### config.mk
export PLATFORM = sky130hd
export DESIGN_NAME = dedup_bounded_capture_queue_core
export DESIGN_NICKNAME = d
export VERILOG_FILES = /design/src/dbcq_pkg.sv /design/src/dedup_bounded_capture_queue_core.sv /design/src/dbcq_ctrl.sv /design/src/dbcq_dp.sv
export SDC_FILE = /design/constraint.sdc
export NUM_CORES = 2
export LEC_CHECK = 0
export ABC_CLOCK_PERIOD_IN_PS = 17200
export BUFFER_PORTS_ARGS = -buffer_cell sky130_fd_sc_hd__buf_4
export CORE_MARGIN = 2
export CORE_UTILIZATION = 35
export CTS_BUF_LIST = sky130_fd_sc_hd__clkbuf_8
export DETAILED_ROUTE_END_ITERATION = 10
export PLACE_DENSITY = 0.46
export SYNTH_ARGS = -nofsm -noshare
export SYNTH_HDL_FRONTEND = slang
export SYNTH_SLANG_ARGS = --single-unit
### constraint.sdc
create_clock -name clk -period 17.2 [get_ports clk]
set_input_delay 0.86 -clock clk [delete_from_list [all_inputs] [get_ports clk]]
set_output_delay 0.86 -clock clk [all_outputs]
set_load 0.1 [all_outputs]
### src/dbcq_pkg.sv
// shared types and constants of the deduplicating bounded capture queue
`default_nettype none

package dbcq_pkg;

  localparam int QUEUE_DEPTH = 8;
  localparam int MAX_RESULTS = 8;
  localparam int KEY_W       = 48;
  localparam int ID_W        = 32;
  localparam int LIMIT_W     = 4;
  localparam int CNT_W       = $clog2(QUEUE_DEPTH + 1);
  localparam int IDX_W       = $clog2(QUEUE_DEPTH);
  localparam int K_W         = $clog2(MAX_RESULTS + 1);
  localparam int CMP_W       = (CNT_W > LIMIT_W) ? CNT_W : LIMIT_W;
  localparam int LIMIT_CAP   = (QUEUE_DEPTH < MAX_RESULTS) ? QUEUE_DEPTH : MAX_RESULTS;
  localparam logic [LIMIT_W-1:0] LIMIT_RESET = LIMIT_W'(8);

  typedef enum logic [1:0] {
    OP_OFFER  = 2'd0,
    OP_REMOVE = 2'd1,
    OP_LIST   = 2'd2,
    OP_NONE   = 2'd3
  } op_t;

  typedef enum logic [3:0] {
    ST_STORED         = 4'd0,
    ST_REPLACED       = 4'd1,
    ST_EVICTED        = 4'd2,
    ST_NOT_UPLOADABLE = 4'd3,
    ST_REMOVED        = 4'd4,
    ST_NOT_FOUND      = 4'd5,
    ST_DROPPED        = 4'd6,
    ST_LISTED         = 4'd7,
    ST_LIST_EMPTY     = 4'd8
  } status_t;

  typedef enum logic [2:0] {
    SRC_HEAD,
    SRC_NEW,
    SRC_REJECT,
    SRC_MISS,
    SRC_EMPTY
  } src_t;

  typedef enum logic [2:0] {
    S_IDLE,
    S_DECODE,
    S_DEDUP,
    S_EVICT,
    S_FINAL,
    S_REMOVE,
    S_LIST
  } state_t;

  typedef struct packed {
    logic [1:0]       op;
    logic [KEY_W-1:0] access_key;
    logic             capture_valid;
    logic [ID_W-1:0]  target_id;
  } in_item_t;

  typedef struct packed {
    logic [3:0]       status;
    logic [ID_W-1:0]  entry_id;
    logic [KEY_W-1:0] entry_key;
    logic             last;
  } out_item_t;

  typedef struct packed {
    logic    load_item;
    logic    rotate;
    logic    pop;
    logic    push;
    logic    emit;
    status_t emit_status;
    src_t    emit_src;
    logic    emit_last;
  } dq_cmd_t;

  typedef struct packed {
    logic [CNT_W-1:0] cnt;
    logic [1:0]       op;
    logic             capture_valid;
    logic             key_hit;
    logic             id_hit;
    logic             evict_due;
    logic             full;
    logic             out_free;
  } dq_sts_t;

endpackage

`default_nettype wire

### src/dedup_bounded_capture_queue_core.sv
// top level of the deduplicating bounded capture queue
`default_nettype none

// Keeps up to eight entries (48-bit key, 32-bit id) oldest first in a shift line
// that is only ever read at its head. One item is worked on at a time and the
// input stalls until its work is done. An offer with capture_valid set, a remove
// and a non-empty list each make one full pass that brings every stored entry past
// the head, one entry per cycle unless out_stall holds a due result, and rotates
// or pops it; a stored offer then evicts due entries and appends the new one. A
// rejected offer or an empty list gives one result, no pass; an unknown op, none.
// Results leave through an output register, and any cycle in which a result is due
// while that register is held by out_stall pauses the pass. No clearing pass
// follows reset.
module dedup_bounded_capture_queue_core (
  input  wire logic                         clk,
  input  wire logic                         rst_n,
  input  wire logic                         in_valid,
  output logic                              in_stall,
  input  wire dbcq_pkg::in_item_t           in_item,
  output logic                              out_valid,
  input  wire logic                         out_stall,
  output dbcq_pkg::out_item_t               out_item,
  input  wire logic                         cfg_wr_en,
  input  wire logic [dbcq_pkg::LIMIT_W-1:0] cfg_wr_data
);

  dbcq_pkg::dq_cmd_t cmd;
  dbcq_pkg::dq_sts_t sts;

  dbcq_ctrl u_ctrl (
    .clk      (clk),
    .rst_n    (rst_n),
    .in_valid (in_valid),
    .in_stall (in_stall),
    .sts      (sts),
    .cmd      (cmd)
  );

  dbcq_dp u_dp (
    .clk         (clk),
    .rst_n       (rst_n),
    .in_item     (in_item),
    .cfg_wr_en   (cfg_wr_en),
    .cfg_wr_data (cfg_wr_data),
    .out_valid   (out_valid),
    .out_stall   (out_stall),
    .out_item    (out_item),
    .cmd         (cmd),
    .sts         (sts)
  );

`ifndef SYNTHESIS
  a_emit_room: assert property (@(posedge clk) disable iff (!rst_n)
    cmd.emit |-> sts.out_free)
    else $error("result loaded over an unaccepted result");

  a_pop_nonempty: assert property (@(posedge clk) disable iff (!rst_n)
    cmd.pop |-> (sts.cnt != '0))
    else $error("entry dropped from an empty queue");

  a_push_room: assert property (@(posedge clk) disable iff (!rst_n)
    cmd.push |-> (sts.cnt != dbcq_pkg::CNT_W'(dbcq_pkg::QUEUE_DEPTH)))
    else $error("entry appended to a full queue");

  a_busy_after_accept: assert property (@(posedge clk) disable iff (!rst_n)
    (in_valid && !in_stall) |=> in_stall)
    else $error("second item accepted while the first is in work");
`endif

endmodule

`default_nettype wire

### src/dbcq_ctrl.sv
// controller state machine: sequences scans, drops, appends and result emission
`default_nettype none

module dbcq_ctrl (
  input  wire logic             clk,
  input  wire logic             rst_n,
  input  wire logic             in_valid,
  output logic                  in_stall,
  input  wire dbcq_pkg::dq_sts_t sts,
  output dbcq_pkg::dq_cmd_t      cmd
);

  dbcq_pkg::state_t               state_r, state_nxt;
  logic [dbcq_pkg::CNT_W-1:0]     pass_r, pass_nxt;
  logic [dbcq_pkg::K_W-1:0]       k_r, k_nxt;
  logic                           replaced_r, replaced_nxt;
  logic                           evicted_r, evicted_nxt;
  logic                           found_r, found_nxt;
  logic                           drop_room;
  logic                           pass_done;

  assign drop_room = (k_r < dbcq_pkg::K_W'(dbcq_pkg::MAX_RESULTS - 1));
  assign pass_done = (pass_r == '0);

  always_ff @(posedge clk) begin
    if (!rst_n) begin
      state_r    <= dbcq_pkg::S_IDLE;
      pass_r     <= '0;
      k_r        <= '0;
      replaced_r <= 1'b0;
      evicted_r  <= 1'b0;
      found_r    <= 1'b0;
    end else begin
      state_r    <= state_nxt;
      pass_r     <= pass_nxt;
      k_r        <= k_nxt;
      replaced_r <= replaced_nxt;
      evicted_r  <= evicted_nxt;
      found_r    <= found_nxt;
    end
  end

  // next state
  always_comb begin
    state_nxt = state_r;
    case (state_r)
      dbcq_pkg::S_IDLE: begin
        if (in_valid) state_nxt = dbcq_pkg::S_DECODE;
      end
      dbcq_pkg::S_DECODE: begin
        case (sts.op)
          dbcq_pkg::OP_OFFER: begin
            if (sts.capture_valid) state_nxt = dbcq_pkg::S_DEDUP;
            else if (sts.out_free) state_nxt = dbcq_pkg::S_IDLE;
          end
          dbcq_pkg::OP_REMOVE: state_nxt = dbcq_pkg::S_REMOVE;
          dbcq_pkg::OP_LIST: begin
            if (sts.cnt != '0) state_nxt = dbcq_pkg::S_LIST;
            else if (sts.out_free) state_nxt = dbcq_pkg::S_IDLE;
          end
          default: state_nxt = dbcq_pkg::S_IDLE;
        endcase
      end
      dbcq_pkg::S_DEDUP: begin
        if (pass_done) state_nxt = dbcq_pkg::S_EVICT;
      end
      dbcq_pkg::S_EVICT: begin
        if (!(sts.evict_due && drop_room) && !sts.full) state_nxt = dbcq_pkg::S_FINAL;
      end
      dbcq_pkg::S_FINAL: begin
        if (sts.out_free) state_nxt = dbcq_pkg::S_IDLE;
      end
      dbcq_pkg::S_REMOVE: begin
        if (pass_done && (found_r || sts.out_free)) state_nxt = dbcq_pkg::S_IDLE;
      end
      dbcq_pkg::S_LIST: begin
        if (pass_done) state_nxt = dbcq_pkg::S_IDLE;
      end
      default: state_nxt = dbcq_pkg::S_IDLE;
    endcase
  end

  // outputs
  always_comb begin
    cmd = '0;
    cmd.emit_status = dbcq_pkg::ST_STORED;
    cmd.emit_src    = dbcq_pkg::SRC_HEAD;
    in_stall = (state_r != dbcq_pkg::S_IDLE);
    case (state_r)
      dbcq_pkg::S_IDLE: begin
        cmd.load_item = in_valid;
      end
      dbcq_pkg::S_DECODE: begin
        if (sts.op == dbcq_pkg::OP_OFFER && !sts.capture_valid) begin
          cmd.emit        = sts.out_free;
          cmd.emit_status = dbcq_pkg::ST_NOT_UPLOADABLE;
          cmd.emit_src    = dbcq_pkg::SRC_REJECT;
          cmd.emit_last   = 1'b1;
        end else if (sts.op == dbcq_pkg::OP_LIST && sts.cnt == '0) begin
          cmd.emit        = sts.out_free;
          cmd.emit_status = dbcq_pkg::ST_LIST_EMPTY;
          cmd.emit_src    = dbcq_pkg::SRC_EMPTY;
          cmd.emit_last   = 1'b1;
        end
      end
      dbcq_pkg::S_DEDUP: begin
        if (!pass_done) begin
          if (sts.key_hit && drop_room) begin
            cmd.emit        = sts.out_free;
            cmd.pop         = sts.out_free;
            cmd.emit_status = dbcq_pkg::ST_DROPPED;
          end else begin
            cmd.rotate = 1'b1;
          end
        end
      end
      dbcq_pkg::S_EVICT: begin
        if (sts.evict_due && drop_room) begin
          cmd.emit        = sts.out_free;
          cmd.pop         = sts.out_free;
          cmd.emit_status = dbcq_pkg::ST_DROPPED;
        end else if (sts.full) begin
          cmd.pop = 1'b1;
        end
      end
      dbcq_pkg::S_FINAL: begin
        cmd.emit      = sts.out_free;
        cmd.push      = sts.out_free;
        cmd.emit_src  = dbcq_pkg::SRC_NEW;
        cmd.emit_last = 1'b1;
        if (evicted_r) cmd.emit_status = dbcq_pkg::ST_EVICTED;
        else if (replaced_r) cmd.emit_status = dbcq_pkg::ST_REPLACED;
        else cmd.emit_status = dbcq_pkg::ST_STORED;
      end
      dbcq_pkg::S_REMOVE: begin
        if (!pass_done) begin
          if (!found_r && sts.id_hit) begin
            cmd.emit        = sts.out_free;
            cmd.pop         = sts.out_free;
            cmd.emit_status = dbcq_pkg::ST_REMOVED;
            cmd.emit_last   = 1'b1;
          end else begin
            cmd.rotate = 1'b1;
          end
        end else if (!found_r) begin
          cmd.emit        = sts.out_free;
          cmd.emit_status = dbcq_pkg::ST_NOT_FOUND;
          cmd.emit_src    = dbcq_pkg::SRC_MISS;
          cmd.emit_last   = 1'b1;
        end
      end
      dbcq_pkg::S_LIST: begin
        if (!pass_done) begin
          if (k_r < dbcq_pkg::K_W'(dbcq_pkg::MAX_RESULTS)) begin
            cmd.emit        = sts.out_free;
            cmd.rotate      = sts.out_free;
            cmd.emit_status = dbcq_pkg::ST_LISTED;
            cmd.emit_last   = (pass_r == dbcq_pkg::CNT_W'(1)) ||
                              (k_r == dbcq_pkg::K_W'(dbcq_pkg::MAX_RESULTS - 1));
          end else begin
            cmd.rotate = 1'b1;
          end
        end
      end
      default: begin
        cmd = '0;
      end
    endcase
  end

  // scan counters and offer flags
  always_comb begin
    pass_nxt     = pass_r;
    k_nxt        = k_r;
    replaced_nxt = replaced_r;
    evicted_nxt  = evicted_r;
    found_nxt    = found_r;
    if (state_r == dbcq_pkg::S_DECODE) begin
      pass_nxt     = sts.cnt;
      k_nxt        = '0;
      replaced_nxt = 1'b0;
      evicted_nxt  = 1'b0;
      found_nxt    = 1'b0;
    end else begin
      if ((cmd.rotate || cmd.pop) && !pass_done) pass_nxt = pass_r - dbcq_pkg::CNT_W'(1);
      if (cmd.emit && !cmd.emit_last) k_nxt = k_r + dbcq_pkg::K_W'(1);
      if (cmd.emit && state_r == dbcq_pkg::S_LIST) k_nxt = k_r + dbcq_pkg::K_W'(1);
      if (cmd.pop && state_r == dbcq_pkg::S_DEDUP) replaced_nxt = 1'b1;
      if (cmd.pop && state_r == dbcq_pkg::S_EVICT) evicted_nxt = 1'b1;
      if (cmd.pop && state_r == dbcq_pkg::S_REMOVE) found_nxt = 1'b1;
    end
  end

endmodule

`default_nettype wire

### src/dbcq_dp.sv
// datapath: entry shift line, fill count, id counter, limit register and result register
`default_nettype none

module dbcq_dp (
  input  wire logic                        clk,
  input  wire logic                        rst_n,
  input  wire dbcq_pkg::in_item_t          in_item,
  input  wire logic                        cfg_wr_en,
  input  wire logic [dbcq_pkg::LIMIT_W-1:0] cfg_wr_data,
  output logic                             out_valid,
  input  wire logic                        out_stall,
  output dbcq_pkg::out_item_t              out_item,
  input  wire dbcq_pkg::dq_cmd_t           cmd,
  output dbcq_pkg::dq_sts_t                sts
);

  dbcq_pkg::in_item_t                item_r;
  logic [dbcq_pkg::KEY_W-1:0]        key_r   [dbcq_pkg::QUEUE_DEPTH];
  logic [dbcq_pkg::KEY_W-1:0]        key_nxt [dbcq_pkg::QUEUE_DEPTH];
  logic [dbcq_pkg::ID_W-1:0]         id_r    [dbcq_pkg::QUEUE_DEPTH];
  logic [dbcq_pkg::ID_W-1:0]         id_nxt  [dbcq_pkg::QUEUE_DEPTH];
  logic [dbcq_pkg::CNT_W-1:0]        cnt_r, cnt_nxt;
  logic [dbcq_pkg::ID_W-1:0]         next_id_r;
  logic [dbcq_pkg::LIMIT_W-1:0]      limit_r;
  logic [dbcq_pkg::LIMIT_W-1:0]      eff_limit;
  dbcq_pkg::out_item_t               out_r;
  logic                              out_valid_r;
  logic [dbcq_pkg::ID_W-1:0]         emit_id;
  logic [dbcq_pkg::KEY_W-1:0]        emit_key;

  // limit clamped to 1 .. min(depth, max results)
  always_comb begin
    if (limit_r == '0) eff_limit = dbcq_pkg::LIMIT_W'(1);
    else if (limit_r > dbcq_pkg::LIMIT_W'(dbcq_pkg::LIMIT_CAP))
      eff_limit = dbcq_pkg::LIMIT_W'(dbcq_pkg::LIMIT_CAP);
    else eff_limit = limit_r;
  end

  assign sts.cnt           = cnt_r;
  assign sts.op            = item_r.op;
  assign sts.capture_valid = item_r.capture_valid;
  assign sts.key_hit       = (key_r[0] == item_r.access_key);
  assign sts.id_hit        = (id_r[0] == item_r.target_id);
  assign sts.evict_due     = (dbcq_pkg::CMP_W'(cnt_r) >= dbcq_pkg::CMP_W'(eff_limit));
  assign sts.full          = (cnt_r == dbcq_pkg::CNT_W'(dbcq_pkg::QUEUE_DEPTH));
  assign sts.out_free      = !out_valid_r || !out_stall;

  // rotate sends the head to the tail of the filled part, pop shifts it out
  always_comb begin
    key_nxt = key_r;
    id_nxt  = id_r;
    cnt_nxt = cnt_r;
    if (cmd.rotate) begin
      for (int i = 0; i < dbcq_pkg::QUEUE_DEPTH - 1; i++) begin
        if (dbcq_pkg::CNT_W'(i + 1) == cnt_r) begin
          key_nxt[i] = key_r[0];
          id_nxt[i]  = id_r[0];
        end else begin
          key_nxt[i] = key_r[i+1];
          id_nxt[i]  = id_r[i+1];
        end
      end
      if (cnt_r == dbcq_pkg::CNT_W'(dbcq_pkg::QUEUE_DEPTH)) begin
        key_nxt[dbcq_pkg::QUEUE_DEPTH-1] = key_r[0];
        id_nxt[dbcq_pkg::QUEUE_DEPTH-1]  = id_r[0];
      end
    end else if (cmd.pop) begin
      for (int i = 0; i < dbcq_pkg::QUEUE_DEPTH - 1; i++) begin
        key_nxt[i] = key_r[i+1];
        id_nxt[i]  = id_r[i+1];
      end
      cnt_nxt = cnt_r - dbcq_pkg::CNT_W'(1);
    end else if (cmd.push) begin
      key_nxt[cnt_r[dbcq_pkg::IDX_W-1:0]] = item_r.access_key;
      id_nxt[cnt_r[dbcq_pkg::IDX_W-1:0]]  = next_id_r;
      cnt_nxt = cnt_r + dbcq_pkg::CNT_W'(1);
    end
  end

  always_comb begin
    case (cmd.emit_src)
      dbcq_pkg::SRC_HEAD: begin
        emit_id  = id_r[0];
        emit_key = key_r[0];
      end
      dbcq_pkg::SRC_NEW: begin
        emit_id  = next_id_r;
        emit_key = item_r.access_key;
      end
      dbcq_pkg::SRC_REJECT: begin
        emit_id  = '0;
        emit_key = item_r.access_key;
      end
      dbcq_pkg::SRC_MISS: begin
        emit_id  = item_r.target_id;
        emit_key = '0;
      end
      default: begin
        emit_id  = '0;
        emit_key = '0;
      end
    endcase
  end

  always_ff @(posedge clk) begin
    if (!rst_n) begin
      cnt_r       <= '0;
      next_id_r   <= '0;
      limit_r     <= dbcq_pkg::LIMIT_RESET;
      out_valid_r <= 1'b0;
    end else begin
      cnt_r <= cnt_nxt;
      if (cmd.push) next_id_r <= next_id_r + dbcq_pkg::ID_W'(1);
      if (cfg_wr_en) limit_r <= cfg_wr_data;
      if (cmd.emit) out_valid_r <= 1'b1;
      else if (!out_stall) out_valid_r <= 1'b0;
    end
  end

  always_ff @(posedge clk) begin
    key_r <= key_nxt;
    id_r  <= id_nxt;
    if (cmd.load_item) item_r <= in_item;
    if (cmd.emit) begin
      out_r.status    <= cmd.emit_status;
      out_r.entry_id  <= emit_id;
      out_r.entry_key <= emit_key;
      out_r.last      <= cmd.emit_last;
    end
  end

  assign out_valid = out_valid_r;
  assign out_item  = out_r;

endmodule

`default_nettype wire
**After elaboration in Yosys (flattened, before gate mapping)**

Index checks and enable logic that the tools add are counted.

- Register bits after elaboration: 863
- Input port bits: 92
- Output and inout port bits: 87

- $add $sub $neg: 5
- $lt $le $gt $ge: 6
- Equal/unequal tests: 32
- Muxes and demuxes: 86
- Bitwise operators: 3
- Reductions and logical operators: 45

Operators by type and width:

| kind | count |
|---|---|
| $mux W384 | 2 |
| $mux W256 | 2 |
| $mux W48 | 10 |
| $bwmux W384 | 1 |
| $mux W336 | 1 |
| $mux W32 | 10 |
| $bwmux W256 | 1 |
| $mux W224 | 1 |
| $demux W48 S3 | 1 |
| $demux W32 S3 | 1 |
| $pmux W32 S3 | 1 |
| $pmux W48 S2 | 1 |
| $eq A48 B48 Y1 | 1 |
| $mux W5 | 7 |
| $add A32 B1 Y32 const B | 1 |
| $eq A32 B32 Y1 | 1 |
| $mux W4 | 8 |
| $pmux W5 S6 | 1 |
| $mux W3 | 9 |
| $mux W9 | 3 |
| $pmux W3 S7 | 1 |
| $pmux W3 S3 | 2 |
| $mux W1 | 17 |
| $eq A3 B4 Y1 const A | 4 |
| other kinds (38) | 90 |

**Longest topological paths before layout**

- Depth after elaboration: 11
- Mapped depth: 16

**Modules after synthesis**

A second synthesis with hierarchy kept.

- Cells, all modules: 4162
- Area total of the unflattened synthesis: 44162.4 um^2

By module, submodules not included:

| module | times used | cells an instance | area each (um^2) |
|---|---|---|---|
| dbcq_dp | 1 | 4011 | 43052.5 |
| dbcq_ctrl | 1 | 151 | 1109.8 |

**Worst setup path before layout**

OpenSTA, ideal clock, no wires.

- Path type: input -> register
- Start point: input out_stall
- End point: register u_dp.id_r[0] (netlist name), enable pin
- Library setup time: 0.629 ns
- Arrival: 7.753 ns
- Setup slack: 8.819 ns
- Stages: 10
- Buffers on the path: 2
- Cells stage by stage: nand2_1 -> nor2_1 -> nor2_1 -> o211ai_1 -> or2_0 -> buf_2 -> nand2_1 -> clkbuf_1 -> inv_1 -> o21ai_0

- Cells in the longest elaborated chain, start to end: 7
- Elaborated cells on any way between the ends: 16

Ends and longest elaborated chain:

| item | line | source |
|---|---|---|
| from (decl) | dedup_bounded_capture_queue_core.sv:21 | `input wire logic out_stall,` |
| $logic_not A1 Y1 (*) | dbcq_dp.sv:46 | `assign sts.out_free = !out_valid_r \|\| !out_stall;` |
| $logic_or A1 B1 Y1 (*) | dbcq_dp.sv:46 |  |
| $mux W1, on equally long branches | dbcq_ctrl.sv:154, dbcq_ctrl.sv:108, dbcq_ctrl.sv:137 |  |
| $mux W1, or another cell as far along | dbcq_ctrl.sv:153 | `if (!pass_done) begin` |
| $pmux W1 S3 | dbcq_ctrl.sv:89 | `case (state_r)` |
| $ne A2 B1 Y1 (no source line) / $reduce_bool A2 Y1 (equally long branches) | -- |  |
| $reduce_and A3 Y1 (no source line) (*) | -- |  |
| to (signal assigned) | dbcq_dp.sv:122 | `id_r <= id_nxt;` |
| to (decl) | dbcq_dp.sv:20 | `logic [dbcq_pkg::ID_W-1:0] id_r [dbcq_pkg::QUEUE_DEPTH];` |

Every way passes the cells marked *; elsewhere a longest branch is shown, timed or not.
A chain may end at the register's enable or synchronous reset.

**Worst setup path after layout**

- Start point: register u_dp.id_r[226] (netlist name)
- End point: register u_dp.id_r[188] (netlist name), enable pin

- Cells in the longest elaborated chain, start to end: 6
- Elaborated cells on any way between the ends: 8

Ends and longest elaborated chain:

| item | line | source |
|---|---|---|
| $eq A32 B32 Y1 (*) | dbcq_dp.sv:43 | `assign sts.id_hit = (id_r[0] == item_r.target_id);` |
| $logic_and A1 B1 Y1 (*) | dbcq_ctrl.sv:137 | `if (!found_r && sts.id_hit) begin` |
| $mux W1 | dbcq_ctrl.sv:137 |  |
| $mux W2 (*) | dbcq_ctrl.sv:136 | `if (!pass_done) begin` |
| $pmux W1 S3 | dbcq_ctrl.sv:89 |  |
| $reduce_bool A3 Y1 (no source line) (*) | -- |  |

Marks and branches as above.

==> results by group <==
Floorplanning
  – IO Pins: 179
  – Die area: 0.1219 mm2
  – Die Wd: 349.2 um
  – Placement row count: 126
  – Die Height: 349.2 um
  – Core area: 0.1181 mm2
  – Initial core utilization: 35.32%

Worst setup path
  – Crit start category: flop
  – WP data arrival: 7.12 ns
  – CP max FO: 199
  – Setup CP Type: flop to flop
  – Worst endpoint required time: 17.63 ns
  – Crit. End Element: flop

Finish
  – Ratio of cells with drive above 1 in the final layout: 14.11%
  – Area of the multi-input gates: 0.01439 mm2
  – Commonest non-fill, non-tap cell in the layout: edfxtp_1
  – Post-layout util: 39.47%
  – Synthesis-to-layout area growth: 11.75%
  – Commonest non-fill, non-tap cells in the layout: edfxtp_1, nor3b_1, a221o_1
  – Storage cell area: 0.02536 mm2
  – Fillers: 11.17k
  – Nets: 3388

Global routing
  – GRT Overall Usage: 22.93%
  – GR Util met1: 31.47%
  – Met3 usage: 4.146%
  – Grt ovf: 0
  – Largest net degree at the start of global routing: 200
  – Vias in the first global route: 30.05k
  – GR peak layer: met2
  – Global-route wire length before repair: 209000 um
  – Initial antenna violation count: 4
  – Met2 Usage GRT: 36.56%

Yosys
  – Post-synth top flop: edfxtp_1
  – Post-synthesis instance area: 0.04171 mm2
  – Yosys reg bits: 863
  – Number of synthesized flops with an enable pin: 808
  – YS warnings: 0
  – Avg Cell Area, Syn: 12.50 um2
  – Synth unique cells: 63
  – Post-synth ARST share: 0%
  – Net Count, Synth: 3441
  – Cells after synthesis: 3337
  – Seq/Total Area, Yosys: 60.81%

Status
  – Status: finished clean

Detailed routing
  – DRC Markers: 0
  – DRT Wirelength: 142700 um
  – Iter 0 DRT Violations: 3399
  – Via count: 30.14k
  – Mean routed wirelength per cell: 28.79 um
  – DR vias/cell: 6.081
  – Remaining antenna violation count after routing: 0
  – First-pass DRT Iterations: 9

Timing
  – Tcrit/Tclk final: 38.87%
  – Slew HR: 14.18%
  – Max Slew Vio Count: 0
  – Unrepaired setup endpoints after global routing: no
  – FMAX: 149.6 MHz
  – Final setup fails: 0
  – Setup TNS: 0 ns
  – Worst Tran Pin Value: 1.287 ns
  – Clk_skew: 0.03626 ns
  – Final Hold Vio Count: 0
  – Tmin final: 6.686 ns
  – Slack of the critical path: 10.51 ns

Clocking
  – Number of setup buffers added after CTS: 0
  – Clk_lat worst skew: 0.86 ns
  – Clock Path Buffers: 3
  – Clock Sinks: 863
  – CTS resizes: 0
  – CTS tree: yes
  – H-tree depth: 4
  – CTS Hold Bufs: 0
  – Clock root cell: clkbuf_8
  – Num CTS Buffers: 159
  – Worst-path clk slew: 0.06 ns

Power and ir drop
  – Worst VDD drop: 0.07763 mV
  – Power per cell area: 103.8 mW/mm2
  – Leak: 15.39 nW

Placed design
  – Setup WS pre-CTS: 10.51 ns
  – Port bufs: 178
  – Placer Congestion: 0.8061
  – Hpwl dp: 77400 um

Hold path
  – Min-delay worst type: input pin to flop

Job
  – Max-cap violations: 0
registers in the layout (all words and copies together), names as in the netlist:
register / count
u_ctrl.evicted_r: 1
u_ctrl.found_r: 1
u_ctrl.k_r: 4
u_ctrl.pass_r: 4
u_ctrl.replaced_r: 1
u_ctrl.state_r: 3
u_dp.cnt_r: 4
u_dp.id_r: 256
u_dp.item_r: 80
u_dp.key_r: 384
u_dp.limit_r: 4
u_dp.next_id_r: 32
u_dp.out_item: 85
u_dp.out_valid: 1
u_dp.sts: 3
path summary, 6_finish.rpt:
check                         endpoint  slack [ns]                       from  depth (start not counted)
max           u_dp.id_r[188]$_DFFE_PP_       10.51   u_dp.id_r[226]$_DFFE_PP_                         11
min          u_dp.item_r[80]$_DFFE_PP_        0.18                in_item[80]                          1
max reg2reg   u_dp.id_r[188]$_DFFE_PP_       10.51   u_dp.id_r[226]$_DFFE_PP_                         11
min reg2reg  u_dp.key_r[355]$_DFFE_PP_        0.48  u_dp.key_r[307]$_DFFE_PP_                          2
logic make-up (layout without fill, tap and decap cells):
group / count (synthesis) / in the layout / synth area share [%]
adder cells (fa/ha/maj): 12 / 12 / 0.3600
XOR/XNOR: 105 / 105 / 2.205
AND/OR/NAND/NOR: 1128 / 1128 / 15.75
multiplexers: 5 / 5 / 0.1230
AO/OA/AOI/OAI: 727 / 727 / 15.59
flip-flops: 863 / 863 / 60.81
other: 0 / 5 / 0
buffers and inverters: 497 / 575 / 5.166
metrics by stage:
stage | hold slack, ns | total power (W) | cells | instance area [um2]
2_1_floorplan | 0.4408 | 0.002825 | 3337 | 41710
3_3_place_gp | 0.4678 | 0.002998 | 4659 | 43650
3_5_place_dp | 0.4906 | 0.003005 | 4659 | 43650
4_1_cts | 0.08114 | 0.004897 | 4951 | 46600
5_1_grt | 0.1222 | 0.005022 | 4956 | 46610
6_report | 0.1778 | 0.004840 | 4956 | 46610
routing by layer:
metal / part of all wire [%] / up-vias
met5: 0.011 / -
met4: 2.9 / 2
met3: 6.9 / 268
met2: 46 / 1387
met1: 44 / 15457
li1: - / 13022
cell usage after synthesis, drive strengths merged, types with 6 or more instances:
cell type    n  share of area [%]
a21oi       27               0.38
a221o      480                 12
a222oi      32               0.77
a22o        48                1.0
a31oi        7               0.10
and3         7               0.10
buf        227                2.7
clkbuf     227                2.0
dfxtp       55                2.6
edfxtp     808                 58
ha          12               0.36
inv         43               0.39
nand2      361                3.3
nand2b       6              0.090
nand3      108                1.3
nand4       35               0.52
nor2        58               0.64
nor2b        7               0.10
nor3        13               0.19
nor3b      481                8.7
nor4        17               0.27
o21ai      107                1.3
or3         16               0.24
xnor2       59                1.2
xor2        46               0.97
critical path: stages, from the launching register on:
cell,delay (ns)
edfxtp_1,0.54
xor2_1,0.21
nor4_1,0.83
nand4_1,0.27
nor4_2,0.50
o2bb2ai_1,0.20
nor2_4,0.18
buf_12,0.62
buf_4,0.88
buf_4,0.98
o21ai_4,0.11
buf_4,0.52
cell type report:
cell class,instances,area share [%]
antenna,5,0.02684
timing repair buffer,240,3.892
sequential,863,54.42
multi-input combinational,1977,30.88
inverter,43,0.3463
clock inverter,121,1.264
clock buffer,171,5.049
tap,1536,4.123
power breakdown:
part           internal [W]  leakage, nW  switching [W]
sequential          0.00240         7.92      0.0000981
combinational      0.000135         5.76       0.000332
clock              0.000949         1.71       0.000926
Power figures use the tool's default switching activity.
